### config.mk
export PLATFORM = sky130hd
export DESIGN_NAME = memory_paging_port_unit
export DESIGN_NICKNAME = d
export VERILOG_FILES = /design/src/hdl/mpp_pkg.sv /design/src/hdl/mpp_state.sv /design/src/hdl/mpp_map.sv /design/src/hdl/memory_paging_port_unit.sv
export SDC_FILE = /design/constraint.sdc
export NUM_CORES = 1
export LEC_CHECK = 0
export BUFFER_PORTS_ARGS = -buffer_cell sky130_fd_sc_hd__buf_2
export CORE_MARGIN = 8
export CORE_UTILIZATION = 40
export CTS_BUF_LIST = sky130_fd_sc_hd__clkbuf_8
export DETAILED_ROUTE_END_ITERATION = 6
export GPL_TIMING_DRIVEN = 0
export RECOVER_POWER = 100
export SKIP_LAST_GASP = 1
export SLEW_MARGIN = 30
export SYNTH_ARGS = -nofsm -noshare
export SYNTH_HDL_FRONTEND = slang
export SYNTH_SLANG_ARGS = --single-unit
### constraint.sdc
create_clock -name i_clk -period 2.05 [get_ports i_clk]
set_input_delay 0.205 -clock i_clk [delete_from_list [all_inputs] [get_ports i_clk]]
set_output_delay 0.205 -clock i_clk [all_outputs]
set_load 0.02 [all_outputs]
### src/hdl/mpp_pkg.sv
// Shared types and constants of the memory paging port unit.
// No dependencies; imported by every module of the block.
package mpp_pkg;

    // Number of RAM pages; a power of two from 16 to 256.
    localparam int PAGE_COUNT = 256;
    localparam logic [7:0] PAGE_MASK = 8'(PAGE_COUNT - 1);

    localparam int TUSER_IN_W = 5;
    localparam int TDATA_IN_W = 16;
    localparam int TDATA_OUT_W = 56;

    typedef enum logic [1:0] {
        ACT_REG_WR = 2'd0,
        ACT_REG_RD = 2'd1,
        ACT_7FFD   = 2'd2,
        ACT_FETCH  = 2'd3
    } t_action;

    // Register select codes
    localparam logic [2:0] REG_MEMCONF = 3'd0;
    localparam logic [2:0] REG_PAGE0   = 3'd1;
    localparam logic [2:0] REG_PAGE1   = 3'd2;
    localparam logic [2:0] REG_PAGE2   = 3'd3;
    localparam logic [2:0] REG_PAGE3   = 3'd4;
    localparam logic [2:0] REG_VPAGE   = 3'd5;
    localparam logic [2:0] REG_STATUS  = 3'd6;
    localparam logic [2:0] REG_DMA     = 3'd7;

    // 7FFD extension modes, memconf bits 7:6
    localparam logic [1:0] EXT_512K  = 2'd0;
    localparam logic [1:0] EXT_128K  = 2'd1;
    localparam logic [1:0] EXT_AUTO  = 2'd2;
    localparam logic [1:0] EXT_1024K = 2'd3;

    // memconf bit positions
    localparam int MC_ROM128   = 0;
    localparam int MC_UNMAPPED = 2;
    localparam int MC_W0_RAM   = 3;

    // 7FFD latch bit positions
    localparam int LT_VIDEO = 3;
    localparam int LT_ROM   = 4;
    localparam int LT_LOCK  = 5;

    localparam logic [7:0] RD_POWER_UP  = 8'h40;
    localparam logic [7:0] RD_NONE      = 8'h00;
    localparam logic [7:0] RD_OPEN      = 8'hFF;
    localparam logic [7:0] PC_DOS_ENTRY = 8'h3D;
    localparam logic [7:0] PC_DOS_EXIT  = 8'h40;
    localparam logic [7:0] ROM_PAGE_MSK = 8'h1F;
    localparam logic [7:0] LOCK_CLR_MSK = 8'hDF;
    localparam logic [7:0] VPAGE_NORMAL = 8'd5;
    localparam logic [7:0] VPAGE_SHADOW = 8'd7;

    typedef struct packed {
        t_action    action;
        logic [2:0] sel;
        logic [7:0] data;
        logic [7:0] pc_high;
    } t_item;

    typedef struct packed {
        logic [3:0][7:0] pages;
        logic [7:0]      memcfg;
        logic [7:0]      latch;
        logic [7:0]      vpage;
        logic            power_up;
        logic            dos;
    } t_state;

    typedef struct packed {
        logic [7:0] read_data;
        logic [7:0] w0_page;
        logic       w0_rom;
        logic [7:0] w1_page;
        logic [7:0] w2_page;
        logic [7:0] w3_page;
        logic [7:0] video_page;
        logic       dos_active;
    } t_result;

endpackage

### src/hdl/mpp_state.sv
// Paging state registers and their update for one bus item.
// Depends on mpp_pkg.
module mpp_state (
    input  logic           i_clk,
    input  logic           i_rst_n,
    input  logic           i_en,
    input  mpp_pkg::t_item i_item,
    output mpp_pkg::t_state o_next,
    output logic [7:0]     o_read_data
);
    import mpp_pkg::*;

    t_state     r_st;
    t_state     n_st;
    logic [7:0] n_rd;
    logic [7:0] v_latch;
    logic [1:0] wr_idx;

    assign wr_idx = 2'(i_item.sel - REG_PAGE0);

    always_comb begin
        n_st    = r_st;
        n_rd    = RD_NONE;
        v_latch = i_item.data;
        unique case (i_item.action)
            ACT_REG_WR: begin
                unique case (i_item.sel) inside
                    REG_MEMCONF: begin
                        n_st.memcfg        = i_item.data;
                        n_st.latch[LT_ROM] = i_item.data[MC_ROM128];
                    end
                    REG_PAGE0, REG_PAGE1, REG_PAGE2, REG_PAGE3: begin
                        n_st.pages[wr_idx] = i_item.data;
                    end
                    REG_VPAGE: n_st.vpage = i_item.data;
                    default: ;
                endcase
            end
            ACT_REG_RD: begin
                unique case (i_item.sel) inside
                    REG_STATUS: begin
                        n_rd          = r_st.power_up ? RD_POWER_UP : RD_NONE;
                        n_st.power_up = 1'b0;
                    end
                    REG_PAGE2: n_rd = r_st.pages[2];
                    REG_PAGE3: n_rd = r_st.pages[3];
                    REG_DMA:   n_rd = RD_NONE;
                    default:   n_rd = RD_OPEN;
                endcase
            end
            ACT_7FFD: begin
                if (!r_st.latch[LT_LOCK]) begin
                    case (r_st.memcfg[7:6]) inside
                        EXT_128K: n_st.pages[3] = {5'd0, i_item.data[2:0]};
                        EXT_1024K: begin
                            n_st.pages[3] = {2'd0, i_item.data[5], i_item.data[7:6],
                                             i_item.data[2:0]};
                            // this mode never locks
                            v_latch = i_item.data & LOCK_CLR_MSK;
                        end
                        EXT_512K, EXT_AUTO: begin
                            n_st.pages[3] = {3'd0, i_item.data[7:6], i_item.data[2:0]};
                        end
                        default: ;
                    endcase
                    n_st.latch = v_latch;
                    n_st.vpage = v_latch[LT_VIDEO] ? VPAGE_SHADOW : VPAGE_NORMAL;
                end
            end
            ACT_FETCH: begin
                if (!r_st.dos) begin
                    if (i_item.pc_high == PC_DOS_ENTRY && r_st.latch[LT_ROM]
                            && !r_st.memcfg[MC_W0_RAM]) begin
                        n_st.dos = 1'b1;
                    end
                end else if (i_item.pc_high >= PC_DOS_EXIT || r_st.memcfg[MC_W0_RAM]) begin
                    n_st.dos = 1'b0;
                end
            end
            default: ;
        endcase
    end

    always_ff @(posedge i_clk) begin
        if (!i_rst_n) begin
            r_st.pages    <= {8'd0, 8'd2, 8'd5, 8'd0};
            r_st.memcfg   <= 8'd0;
            r_st.latch    <= 8'd0;
            r_st.vpage    <= VPAGE_NORMAL;
            r_st.power_up <= 1'b1;
            r_st.dos      <= 1'b0;
        end else if (i_en) begin
            r_st <= n_st;
        end
    end

    assign o_next      = n_st;
    assign o_read_data = n_rd;

    a_status_clears: assert property (@(posedge i_clk) disable iff (!i_rst_n)
        i_en && i_item.action == ACT_REG_RD && i_item.sel == REG_STATUS
        |=> !r_st.power_up)
        else $error("power-up flag still set after status read");

    a_lock_holds: assert property (@(posedge i_clk) disable iff (!i_rst_n)
        i_en && i_item.action == ACT_7FFD && r_st.latch[LT_LOCK]
        |=> $stable(r_st.pages[3]) && $stable(r_st.latch))
        else $error("locked 7FFD write changed paging");

    a_ext1024_nolock: assert property (@(posedge i_clk) disable iff (!i_rst_n)
        i_en && i_item.action == ACT_7FFD && !r_st.latch[LT_LOCK]
        && r_st.memcfg[7:6] == EXT_1024K
        |=> !r_st.latch[LT_LOCK])
        else $error("1024K mode write set the lock bit");

    a_dos_ram_exit: assert property (@(posedge i_clk) disable iff (!i_rst_n)
        i_en && i_item.action == ACT_FETCH && r_st.memcfg[MC_W0_RAM]
        |=> !r_st.dos)
        else $error("disk ROM active while window 0 maps RAM");

endmodule

### src/hdl/mpp_map.sv
// Window mapping: turns the updated paging state into the result fields.
// Depends on mpp_pkg.
module mpp_map (
    input  mpp_pkg::t_state  i_st,
    input  logic [7:0]       i_read_data,
    output mpp_pkg::t_result o_res
);
    import mpp_pkg::*;

    logic [7:0] p0;
    logic [1:0] rom_low;
    logic       rom;

    always_comb begin
        // disk ROM selects the lower ROM pair, ROM128 picks within the pair
        rom_low = {!i_st.dos, i_st.latch[LT_ROM]};
        if (i_st.memcfg[MC_UNMAPPED]) begin
            p0 = i_st.pages[0];
        end else begin
            p0 = {i_st.pages[0][7:2], rom_low};
        end
        rom = !i_st.memcfg[MC_W0_RAM];

        o_res.read_data  = i_read_data;
        o_res.w0_page    = rom ? (p0 & ROM_PAGE_MSK) : (p0 & PAGE_MASK);
        o_res.w0_rom     = rom;
        o_res.w1_page    = i_st.pages[1] & PAGE_MASK;
        o_res.w2_page    = i_st.pages[2] & PAGE_MASK;
        o_res.w3_page    = i_st.pages[3] & PAGE_MASK;
        o_res.video_page = i_st.vpage;
        o_res.dos_active = i_st.dos;
    end

endmodule

### src/hdl/memory_paging_port_unit.sv
// Top level of the memory paging port unit: input register, state update,
// window mapping and result register. Depends on mpp_pkg, mpp_state, mpp_map.
//
//  channel | direction | signals                       | one item carries
//  --------+-----------+-------------------------------+--------------------------------
//  s_axis  | in        | tvalid tready tdata tuser     | one bus access or fetch event
//  m_axis  | out       | tvalid tready tdata           | read data and the window mapping
//
// Flow: one item per clock sustained while m_axis_tready stays high; an item
//   passes the input register, then the result register, which loads when free or draining.
// The state update and mapping are combinational between the input and result registers.
// Reset: synchronous, active low; restores the power-up mapping and clears
//   both valid flags.
// Stalls: while a result waits with m_axis_tready low the result register holds, the input
//   register still takes one item, then s_axis_tready drops.
module memory_paging_port_unit (
    input  logic                           i_clk,
    input  logic                           i_rst_n,
    input  logic                           s_axis_tvalid,
    output logic                           s_axis_tready,
    // [7:0] data, [15:8] pc_high
    input  logic [mpp_pkg::TDATA_IN_W-1:0] s_axis_tdata,
    // [1:0] action, [4:2] register_select
    input  logic [mpp_pkg::TUSER_IN_W-1:0] s_axis_tuser,
    output logic                           m_axis_tvalid,
    input  logic                           m_axis_tready,
    // [7:0] read_data, [15:8] window0_page, [16] window0_is_rom,
    // [24:17] window1_page, [32:25] window2_page, [40:33] window3_page,
    // [48:41] video_page, [49] dos_active, [55:50] zero
    output logic [mpp_pkg::TDATA_OUT_W-1:0] m_axis_tdata
);
    import mpp_pkg::*;

    logic    r_in_valid;
    t_item   r_in;
    logic    r_out_valid;
    t_result r_out;

    logic    advance;
    t_state  st_next;
    logic [7:0] read_data;
    t_result res;

    // Move the held item forward when the result register is free or drains.
    assign advance       = r_in_valid && (!r_out_valid || m_axis_tready);
    assign s_axis_tready = !r_in_valid || advance;

    always_ff @(posedge i_clk) begin
        if (!i_rst_n) begin
            r_in_valid <= 1'b0;
        end else if (s_axis_tready) begin
            r_in_valid <= s_axis_tvalid;
        end
    end

    // Capture the item payload; no reset needed.
    always_ff @(posedge i_clk) begin
        if (s_axis_tready && s_axis_tvalid) begin
            r_in.action  <= t_action'(s_axis_tuser[1:0]);
            r_in.sel     <= s_axis_tuser[4:2];
            r_in.data    <= s_axis_tdata[7:0];
            r_in.pc_high <= s_axis_tdata[15:8];
        end
    end

    // State is committed only when the item moves into the result register.
    mpp_state u_state (
        .i_clk       (i_clk),
        .i_rst_n     (i_rst_n),
        .i_en        (advance),
        .i_item      (r_in),
        .o_next      (st_next),
        .o_read_data (read_data)
    );

    mpp_map u_map (
        .i_st        (st_next),
        .i_read_data (read_data),
        .o_res       (res)
    );

    always_ff @(posedge i_clk) begin
        if (!i_rst_n) begin
            r_out_valid <= 1'b0;
        end else if (advance) begin
            r_out_valid <= 1'b1;
        end else if (m_axis_tready) begin
            r_out_valid <= 1'b0;
        end
    end

    always_ff @(posedge i_clk) begin
        if (advance) begin
            r_out <= res;
        end
    end

    assign m_axis_tvalid = r_out_valid;
    assign m_axis_tdata  = {6'd0, r_out.dos_active, r_out.video_page, r_out.w3_page,
                            r_out.w2_page, r_out.w1_page, r_out.w0_rom, r_out.w0_page,
                            r_out.read_data};

    a_out_hold: assert property (@(posedge i_clk) disable iff (!i_rst_n)
        r_out_valid && !m_axis_tready |=> r_out_valid && $stable(r_out))
        else $error("result dropped or changed while stalled");

endmodule

# --- After elaboration in Yosys (flattened, before gate mapping) ---
# Index checks and enable logic that the tools add are counted.
classes:
  reduce_logical: 23
  n_lt_le_gt_ge: 3
  mux: 30
  eq_ne: 14
  bitwise: 1
  add_sub_neg: 1
ops:
  columns: ["cell", "n"]
  rows:
  - ["32-bit two-way mux", 2]
  - ["8-bit two-way mux", 7]
  - ["32-bit bitwise mux", 1]
  - ["8-bit case mux with 2 select lines", 2]
  - ["8-bit case mux with 4 select lines", 1]
  - ["6-bit two-way mux", 4]
  - ["8-bit demux with 2-bit select", 1]
  - ["14-bit two-way mux", 1]
  - ["3-bit == test, second input constant", 4]
  - ["3-bit AND reduction", 3]
  - ["2-bit == test, second input constant", 4]
  - ["8-bit by 6-bit == test with 1-bit output, second input constant", 1]
  - ["8-bit by 7-bit greater-or-equal comparator with 1-bit output, second input constant", 1]
  - ["1-bit two-way mux", 7]
  - ["7-bit two-way mux", 1]
  - ["3-bit by 2-bit == test with 1-bit output, second input constant", 2]
  - ["1-bit logical AND", 5]
  - ["1-bit logical NOT", 5]
  - ["2-bit by 1-bit == test with 1-bit output, second input constant", 2]
  - ["2-bit logical NOT", 2]
  - ["2-bit two-way mux", 2]
  - ["4-bit OR reduction", 1]
  - ["3-bit by 1-bit == test with 1-bit output, second input constant", 1]
  - ["3-bit logical NOT", 1]
  - ["9 further kinds", 11]
totals:
  wordCells: 99
  ff_bits: 129

# --- Logic depth before layout (Yosys ltp) ---
# Gate-level depths: netlist (run 1).
logic_depth:
  ltp_word: 9
  mapped_depth: 7
  ltp_nobuf: 5

# --- By module ---
# Synthesis (run 1) repeated with hierarchy kept, for this count alone.
unflattened:
  cells_unflattened: 497
  hier_area_um2: 5958.2
by_module_without_submodules:
  columns: ["mod", "cells_per_inst", "n_inst", "seq_area_each_um2", "area_each_um2"]
  rows:
  - ["mpp_state", 358, 1, 1161.1, 3289.4]
  - ["memory_paging_port_unit", 87, 1, 2172.1, 2284.7]
  - ["mpp_map", 52, 1, 0.0, 384.1]

# --- Worst setup path after synthesis (run 1) ---
# OpenSTA, ideal clock, no wires.
synth_path:
  kind: "register -> register"
  from: "register r_in_valid"
  to: "register r_out, in the netlist m_axis_tdata[0], enable pin"
  stages_incl_launch_ff: 5
  t_arrival_ns: 1.624
  required_time_ns: 1.662
  setup_slack_ns: 0.038
  setup_time_ns: 0.388
  path_cell_list: "dfxtp_1 clkbuf_1 nand2_1 inv_1 buf_2"
synth_between:
  elab_chain_len: 1
synth_rtl:
  columns: ["element", "line", "rtl"]
  rows:
  - ["start, declared", "memory_paging_port_unit.sv:34", "logic r_in_valid;"]
  - ["start signal, assigned", "memory_paging_port_unit.sv:52", "r_in_valid <= s_axis_tvalid;"]
  - ["1-bit logical AND", "memory_paging_port_unit.sv:45", "assign advance = r_in_valid && (!r_out_valid || m_axis_tready);"]
  - ["named net advance", "memory_paging_port_unit.sv:39", "logic advance;"]
  - ["end signal, assigned", "memory_paging_port_unit.sv:94", "r_out <= res;"]
  - ["end, declared", "memory_paging_port_unit.sv:37", "t_result r_out;"]
# The timed path passes the listed nets, and every way through them passes these cells.
# A chain may end at the register's enable or synchronous reset.

# --- Worst setup path in the final report (run 1) ---
layout_path:
  from: "register r_in[18] (netlist bit)"
  to: "register r_out, in the netlist m_axis_tdata[13], data pin"
layout_between:
  elab_chain_len: 4
  elab_cells_between_ends: 9
  classes_between: "eq/ne: 4; mux: 3; reduce/logical: 2"
layout_rtl:
  columns: ["element", "line", "rtl"]
  rows:
  - ["start, declared", "memory_paging_port_unit.sv:35", "t_item r_in;"]
  - ["3-bit == test (no source line), or another cell as far along", null, null]
  - ["4-bit OR reduction", "mpp_state.sv:27", "unique case (i_item.sel) inside"]
  - ["32-bit two-way mux", "mpp_state.sv:27", null]
  - ["32-bit two-way mux *", "mpp_state.sv:25", "unique case (i_item.action)"]
# Mark *: on every way between the ends. The rest lies on a longest branch, timed or not.

==> out/qor.csv, run 1 <==
stage;metric;value;unit
synth;netlist_area;5030;um2
synth;synth_ff_type;edfxtp_1;
clocking;cts_buffer_depth;2;
synth;ys_seq_area_share;62.3;%
timing;worst_slew_pin_slew;0.733;ns
synth;yosys_register_bits;121;
cells_and_area;final_nets;573;
timing;finalHoldViolations;0;
critical_path;start_kind;flop;
synth;synth-edff-count;71;
critical_path;cp_num_buf_inv;1;
timing;drv_slew;0;
synth;async_flop_share;0;%
critical_path;cp_slowest_cell;edfxtp_1;
floorplanning;initial_utilization;40.3;%
timing;slew-limit-headroom;51.1;%
floorplanning;dieArea;16400;um2
synth;syn_inst;422;
pwr;vdd_drop_max;359;uV
synth;yosysMostFrequentCell;edfxtp_1;
cells_and_area;final_layout_size_suffix_gt1_share;18.4;%
job;maxCapViolCount;0;
global_route;track_usage;15.8;%
critical_path;cp-end-kind;flop;
drt;routedWlPerCell;16.9;um
critical_path;slowest_delay;0.48;ns
synth;yosysTopAreaCellShare;42.4;%
pwr;p_sw;1.22;mW
floorplanning;coreArea;12500;um2
drt;drt-pass1-iter-count;5;
synth;syn_avg_cell_area;11.9;um2
pwr;power.share.combinational;8.5;%
global_route;grt_pass1_wl;19700;um
critical_path;cp.depth;5;
min_path;min_from;m_axis_tready;
drt;drt_wl_total;12400;um
timing;max_freq;510;MHz
clocking;htree_levels;4;
synth;ys_warn_count;0;
clocking;cts_tree;yes;
pwr;power_leakage;2.41;nW
floorplanning;die_w;128;um
timing;clock_skew;0.0202;ns
placed_design;gp_congestion;0.840;
global_route;grt_pass1_vias;3755;
clocking;cts_inserted_buffers;17;
critical_path;crit_required;2.20;ns
critical_path;path_cells;clkbuf_1 > nor3_4 > nand2_1 > mux2i_1 > a21oi_1;
floorplanning;row_count;41;
floorplanning;dieHeight;128;um
critical_path;critPathMaxFanout;7;
pwr;powerDensity;839;nW/um2
drt;via_per_inst;5.00;
timing;finalCritPeriodShare;95.7;%
critical_path;reg2reg_from;r_in[18];
clocking;clock_latency;0.45;ns
cells_and_area;n_antenna_cell;0;
pwr;internal-power;4.01;mW
clocking;cts_num_sinks;121;
placed_design;io_buffer_count;75;
cells_and_area;syn_to_final_growth;24.2;%
critical_path;crit_path_start;r_in[18];
pwr;seq_power_share;51.5;%
critical_path;cp_top_family;flip-flops;
drt;antenna_left;0;
cells_and_area;fin_util;50.1;%
global_route;antenna_found_initial;0;
timing;grt_setup_unrepaired;no;
min_path;hold_class;input port to flop;
drt;vias;3668;
timing;final-setup-viol-count;0;
synth;yosysTopAreaCell;edfxtp_1;
clocking;cts_root_buf;clkbuf_8;
drt;drc;0;
pwr;switching_share;23.4;%
clocking;clkTransAtPathRegs;0.08;ns
min_path;whs_path_depth;3;
pwr;total_power;5.24;mW
synth;netlist_top_cells_count;edfxtp_1 (71), dfxtp_1 (50), nand2_1 (42);
critical_path;critPathArrivalTime;2.12;ns
timing;fin_crit;1.96;ns
critical_path;worstRegToRegCells;5;
status;outcome;finished clean;
floorplanning;ioPinCount;83;
critical_path;worst-setup-path-type;flop to flop;
synth;ys_types;46;
global_route;grt-ovfl-total;0;
synth;synth.area.top_cells;edfxtp_1 (42%), dfxtp_1 (20%), mux2_2 (4.9%);
drt;drt-initial-drc-count;280;
placed_design;dpl.hpwl;8300;um
global_route;grt_max_degree;60;
pwr;p_clk_share;40.1;%
==> repair_timing <==
| action | CTS | global route |
|---|---|---|
| cloned | 0 | 0 |
| setup endpoints to repair | 60 | 62 |
| pin swaps | 1 | 1 |
| hold endpoints to repair | 22 | 0 |
| gates resized for setup | 2 | 5 |
| buffers inserted | 1 | 4 |
| hold buffers | 22 | 0 |
==> per-stage QoR <==
step	area (um2)	hold slack, ns	setup slack [ns]	TNS, ns	instances
after floorplan	5050	0.304	0.0384	0	427
after global routing	6240	0.137	0.0276	0	733
final	6240	0.128	0.0879	0	733
after global placement	5640	0.382	-0.642	-32.06	674
after detailed placement	5640	0.383	-0.281	-11.18	674
after CTS	6260	0.105	-0.0230	-0.0230	729
==> per-layer routing <==
metal / GRT usage, % / vias up / wire (um)
met5: 0 / - / 0
met4: 6.78 / 0 / 152
met3: 4.66 / 12 / 712
met2: 25.0 / 115 / 5760
met1: 19.6 / 1751 / 5790
li1: - / 1790 / -
==> power groups by stage <==
stage	clock network (mW)	registers, mW	logic, mW
2_1_floorplan	0	2.79	0.219
3_5_place_dp	0	2.75	0.412
6_report	2.10	2.69	0.443
5_1_grt	2.25	2.70	0.484
4_1_cts	2.14	2.69	0.450
3_3_place_gp	0	2.75	0.405
==> flip-flops by register name, indices dropped and copies added, names as in the netlist <==
register / cells
m_axis_tdata: 50
m_axis_tvalid: 1
r_in: 21
r_in_valid: 1
u_state.r_st: 48
==> layout make-up <==
class / count / area, um2
fillers: 1158 / 6220
well taps: 172 / 215
clock inverters: 14 / 141
multi-input cells: 265 / 1730
clock buffers: 18 / 248
inverters: 5 / 18.8
flip-flops and latches: 121 / 3130
repair buffers: 102 / 563
plain buffers: 36 / 193
==> path summary, 6_finish.rpt <==
path | end | slack [ns]
worst max-delay path | m_axis_tdata[13] | 0.09
worst min-delay path | m_axis_tvalid | 0.13
worst max register to register | m_axis_tdata[13] | 0.09
worst min register to register | u_state.r_st[39] | 0.48
==> layout by cell type (no fill, tap or decap), types with 8 or more instances in the layout <==
cell            n
dlygate4sd3_1  22
clkbuf_1       72
inv_1           8
a21oi_1        14
edfxtp_1       71
buf_2          29
dfxtp_1        50
nand2_1        41
clkbuf_8       18
nand3_1        35
nor2b_1        19
mux2_2         20
buf_4           9
mux2i_1        22
o21ai_0        41
==> worst reg2reg max path, delay by kind of cell, from the launching register on <==
| family | cells | cell delay (ns) |
|---|---|---|
| DFF | 1 | 0.48 |
| muxes | 1 | 0.42 |
| buffers and inverters | 1 | 0.16 |
| and+or+nand+nor | 2 | 0.48 |
| AOI/OAI and AO/OA | 1 | 0.14 |
==> kinds of logic after synthesis <==
logic type | synth area share, %
AO/OA/AOI/OAI | 9.48
flip-flops | 62.3
buffers and inverters | 3.91
multiplexers | 9.60
AND/OR/NAND/NOR | 14.6
other | 0.0746
Power figures use the tool's default switching activity.
==> run 2: changes to the inputs <==
CELL_PAD_IN_SITES_DETAIL_PLACEMENT = 1   (was unset)
CELL_PAD_IN_SITES_GLOBAL_PLACEMENT = 2   (was unset)
CORE_UTILIZATION = 39   (was 40)
PLACE_DENSITY_LB_ADDON = 0.1   (was unset)
clock period = 2 ns   (was 2.05 ns; I/O delays follow)
==> out/qor.csv, run 2 (synthesis gave the netlist of run 1 again) <==
stage;metric;value;unit;change
cells_and_area;final_common_cell;edfxtp_1;;was clkbuf_1
min_path;hold_class;input port to flop;;unchanged
global_route;grt_pass1_wl;21900;um;was 19700 um
pwr;total_power;5.28;mW;was 5.24 mW
critical_path;critPathMaxFanout;10;;was 7
cells_and_area;syn_to_final_growth;23.5;%;was 24.2%
floorplanning;ioPinCount;83;;unchanged
cells_and_area;final_nets;570;;was 573
drt;antenna_left;0;;unchanged
clocking;cts_tree;yes;;unchanged
clocking;clkTransAtPathRegs;0.07;ns;was 0.08 ns
critical_path;worstRegToRegCells;6;;was 5
drt;drt_wl_total;14100;um;was 12400 um
placed_design;post-place-ws;-0.436;ns;was -0.281 ns
floorplanning;dieHeight;130;um;was 128 um
floorplanning;initial_utilization;39.8;%;was 40.3%
timing;drv_slew;0;;unchanged
critical_path;cp_num_buf_inv;2;;was 1
critical_path;r2r-end;m_axis_tdata[8];;was m_axis_tdata[13]
timing;final-setup-viol-count;0;;unchanged
floorplanning;dieArea;16800;um2;was 16400 um2
critical_path;cp_slowest_cell;edfxtp_1;;unchanged
cells_and_area;n_antenna_cell;0;;unchanged
timing;max_freq;518;MHz;was 510 MHz
drt;vias;3718;;was 3668
global_route;grt_pass1_vias;4002;;was 3755
clocking;cts_num_sinks;121;;unchanged
drt;drt-pass1-iter-count;5;;unchanged
pwr;power_leakage;2.36;nW;was 2.41 nW
cells_and_area;stdcell_count;730;;was 733
cells_and_area;fin_util;49.2;%;was 50.1%
critical_path;crit_path_start;r_in[18];;unchanged
job;maxCapViolCount;0;;unchanged
timing;finalHoldViolations;0;;unchanged
pwr;vdd_drop_max;640;uV;was 359 uV
global_route;track_usage;17.6;%;was 15.8%
critical_path;path_cells;buf_6 > nor3_2 > mux2_4 > a222oi_1 > buf_4 > mux2i_1;;was clkbuf_1 > nor3_4 > nand2_1 > mux2i_1 > a21oi_1
clocking;cts_inserted_buffers;17;;unchanged
timing;grt_setup_unrepaired;yes;;was no
min_path;whs_path_depth;3;;unchanged
critical_path;cp-end-kind;flop;;unchanged
critical_path;r2r_setup_slack;0.07;ns;was 0.09 ns
cells_and_area;final_cell_mix;edfxtp_1 (71), clkbuf_1 (69), dfxtp_1 (50);;was clkbuf_1 (72), edfxtp_1 (71), dfxtp_1 (50)
pwr;powerDensity;850;nW/um2;was 839 nW/um2
placed_design;io_buffer_count;75;;unchanged
drt;drt-initial-drc-count;186;;was 280
placed_design;dp.cells;674;;unchanged
clocking;clock_latency;0.45;ns;about the same
critical_path;critPathArrivalTime;2.12;ns;about the same
critical_path;slowest_delay;0.50;ns;was 0.48 ns
placed_design;gp_congestion;0.775;;was 0.840
floorplanning;row_count;41;;unchanged
drt;drc;0;;unchanged
timing;fin_crit;1.93;ns;was 1.96 ns
critical_path;cp_top_family;flip-flops;;unchanged
timing;layout_setup_ws;0.0703;ns;was 0.0879 ns
global_route;grt-ovfl-total;0;;unchanged
global_route;grt_max_degree;60;;unchanged
floorplanning;die_w;130;um;was 128 um
drt;via_per_inst;5.09;;was 5.00
global_route;antenna_found_initial;0;;unchanged
critical_path;worst-setup-path-type;flop to flop;;unchanged
min_path;hold-path-endpoint;m_axis_tvalid;;unchanged
timing;clock_skew;0.00574;ns;was 0.0202 ns
timing;slew-limit-headroom;39.6;%;was 51.1%
placed_design;dpl.hpwl;9500;um;was 8300 um
timing;finalCritPeriodShare;96.5;%;was 95.7%
critical_path;start_kind;flop;;unchanged
clocking;htree_levels;4;;unchanged
floorplanning;coreArea;12600;um2;was 12500 um2
critical_path;reg2reg_from;r_in[18];;unchanged
critical_path;crit_required;2.19;ns;was 2.20 ns
clocking;cts_buffer_depth;2;;unchanged
min_path;min_from;m_axis_tready;;unchanged
cells_and_area;largest_register_ffs;50;;unchanged
clocking;cts_root_buf;clkbuf_8;;unchanged
cells_and_area;final_layout_size_suffix_gt1_share;18.6;%;was 18.4%
status;outcome;finished clean;;unchanged
timing;worst_slew_pin_slew;0.906;ns;was 0.733 ns
drt;routedWlPerCell;19.2;um;was 16.9 um
-- run 2: worst min-delay path, stage by stage --
cell and delay (ns):
buf_2 0.08, nor2b_1 0.06, o21a_1 0.16
-- run 2: area by class of cell --
class	count	area, um2
fillers	1405	6410
repair buffers	100	549
well taps	172	215
plain buffers	35	193
clock buffers	17	234
inverters	5	18.8
flip-flops and latches	121	3130
multi-input cells	265	1730
clock inverters	15	135
-- run 2: timing repair --
item | CTS | global route
hold buffers | 22 | 0
endpoints found under the hold margin | 22 | 0
resized for setup | 5 | 7
setup buffers | 1 | 2
endpoints found under the setup margin | 60 | 68
pin swaps | 1 | 2
-- run 2: metal layers --
| metal | vias to the layer above | global-route usage [%] | routed length (um) |
|---|---|---|---|
| met2 | 93 | 28.9 | 6650 |
| li1 | 1793 | - | - |
| met3 | 19 | 4.81 | 803 |
| met4 | 0 | 6.97 | 235 |
| met5 | - | 0 | 0 |
| met1 | 1813 | 21.5 | 6370 |
-- run 2: power by group --
group,switching [mW],internal (mW)
Clock,0.976,1.08
Sequential,0.0385,2.73
Combinational,0.307,0.158
Total,1.32,3.96
-- run 2: worst max path at each step --
stage | cells after the start | to | slack, ns
global route | 6 | m_axis_tdata[8] | -0.02
detailed placement | 6 | u_state.r_st[0] | -0.44
finish | 6 | m_axis_tdata[8] | 0.07
global placement | 6 | u_state.r_st[0] | -0.28
CTS | 6 | m_axis_tdata[8] | 0.007
floorplan | 5 | m_axis_tdata[8] | 0.14
-- run 2: per-stage QoR --
step	instance area (um2)	hold WS (ns)	setup TNS [ns]
after global routing	6210	0.104	-0.0716
final	6210	0.106	0
after CTS	6250	0.0823	0
after floorplan	5050	0.299	0
after detailed placement	5640	0.378	-21.37
after global placement	5640	0.377	-13.39
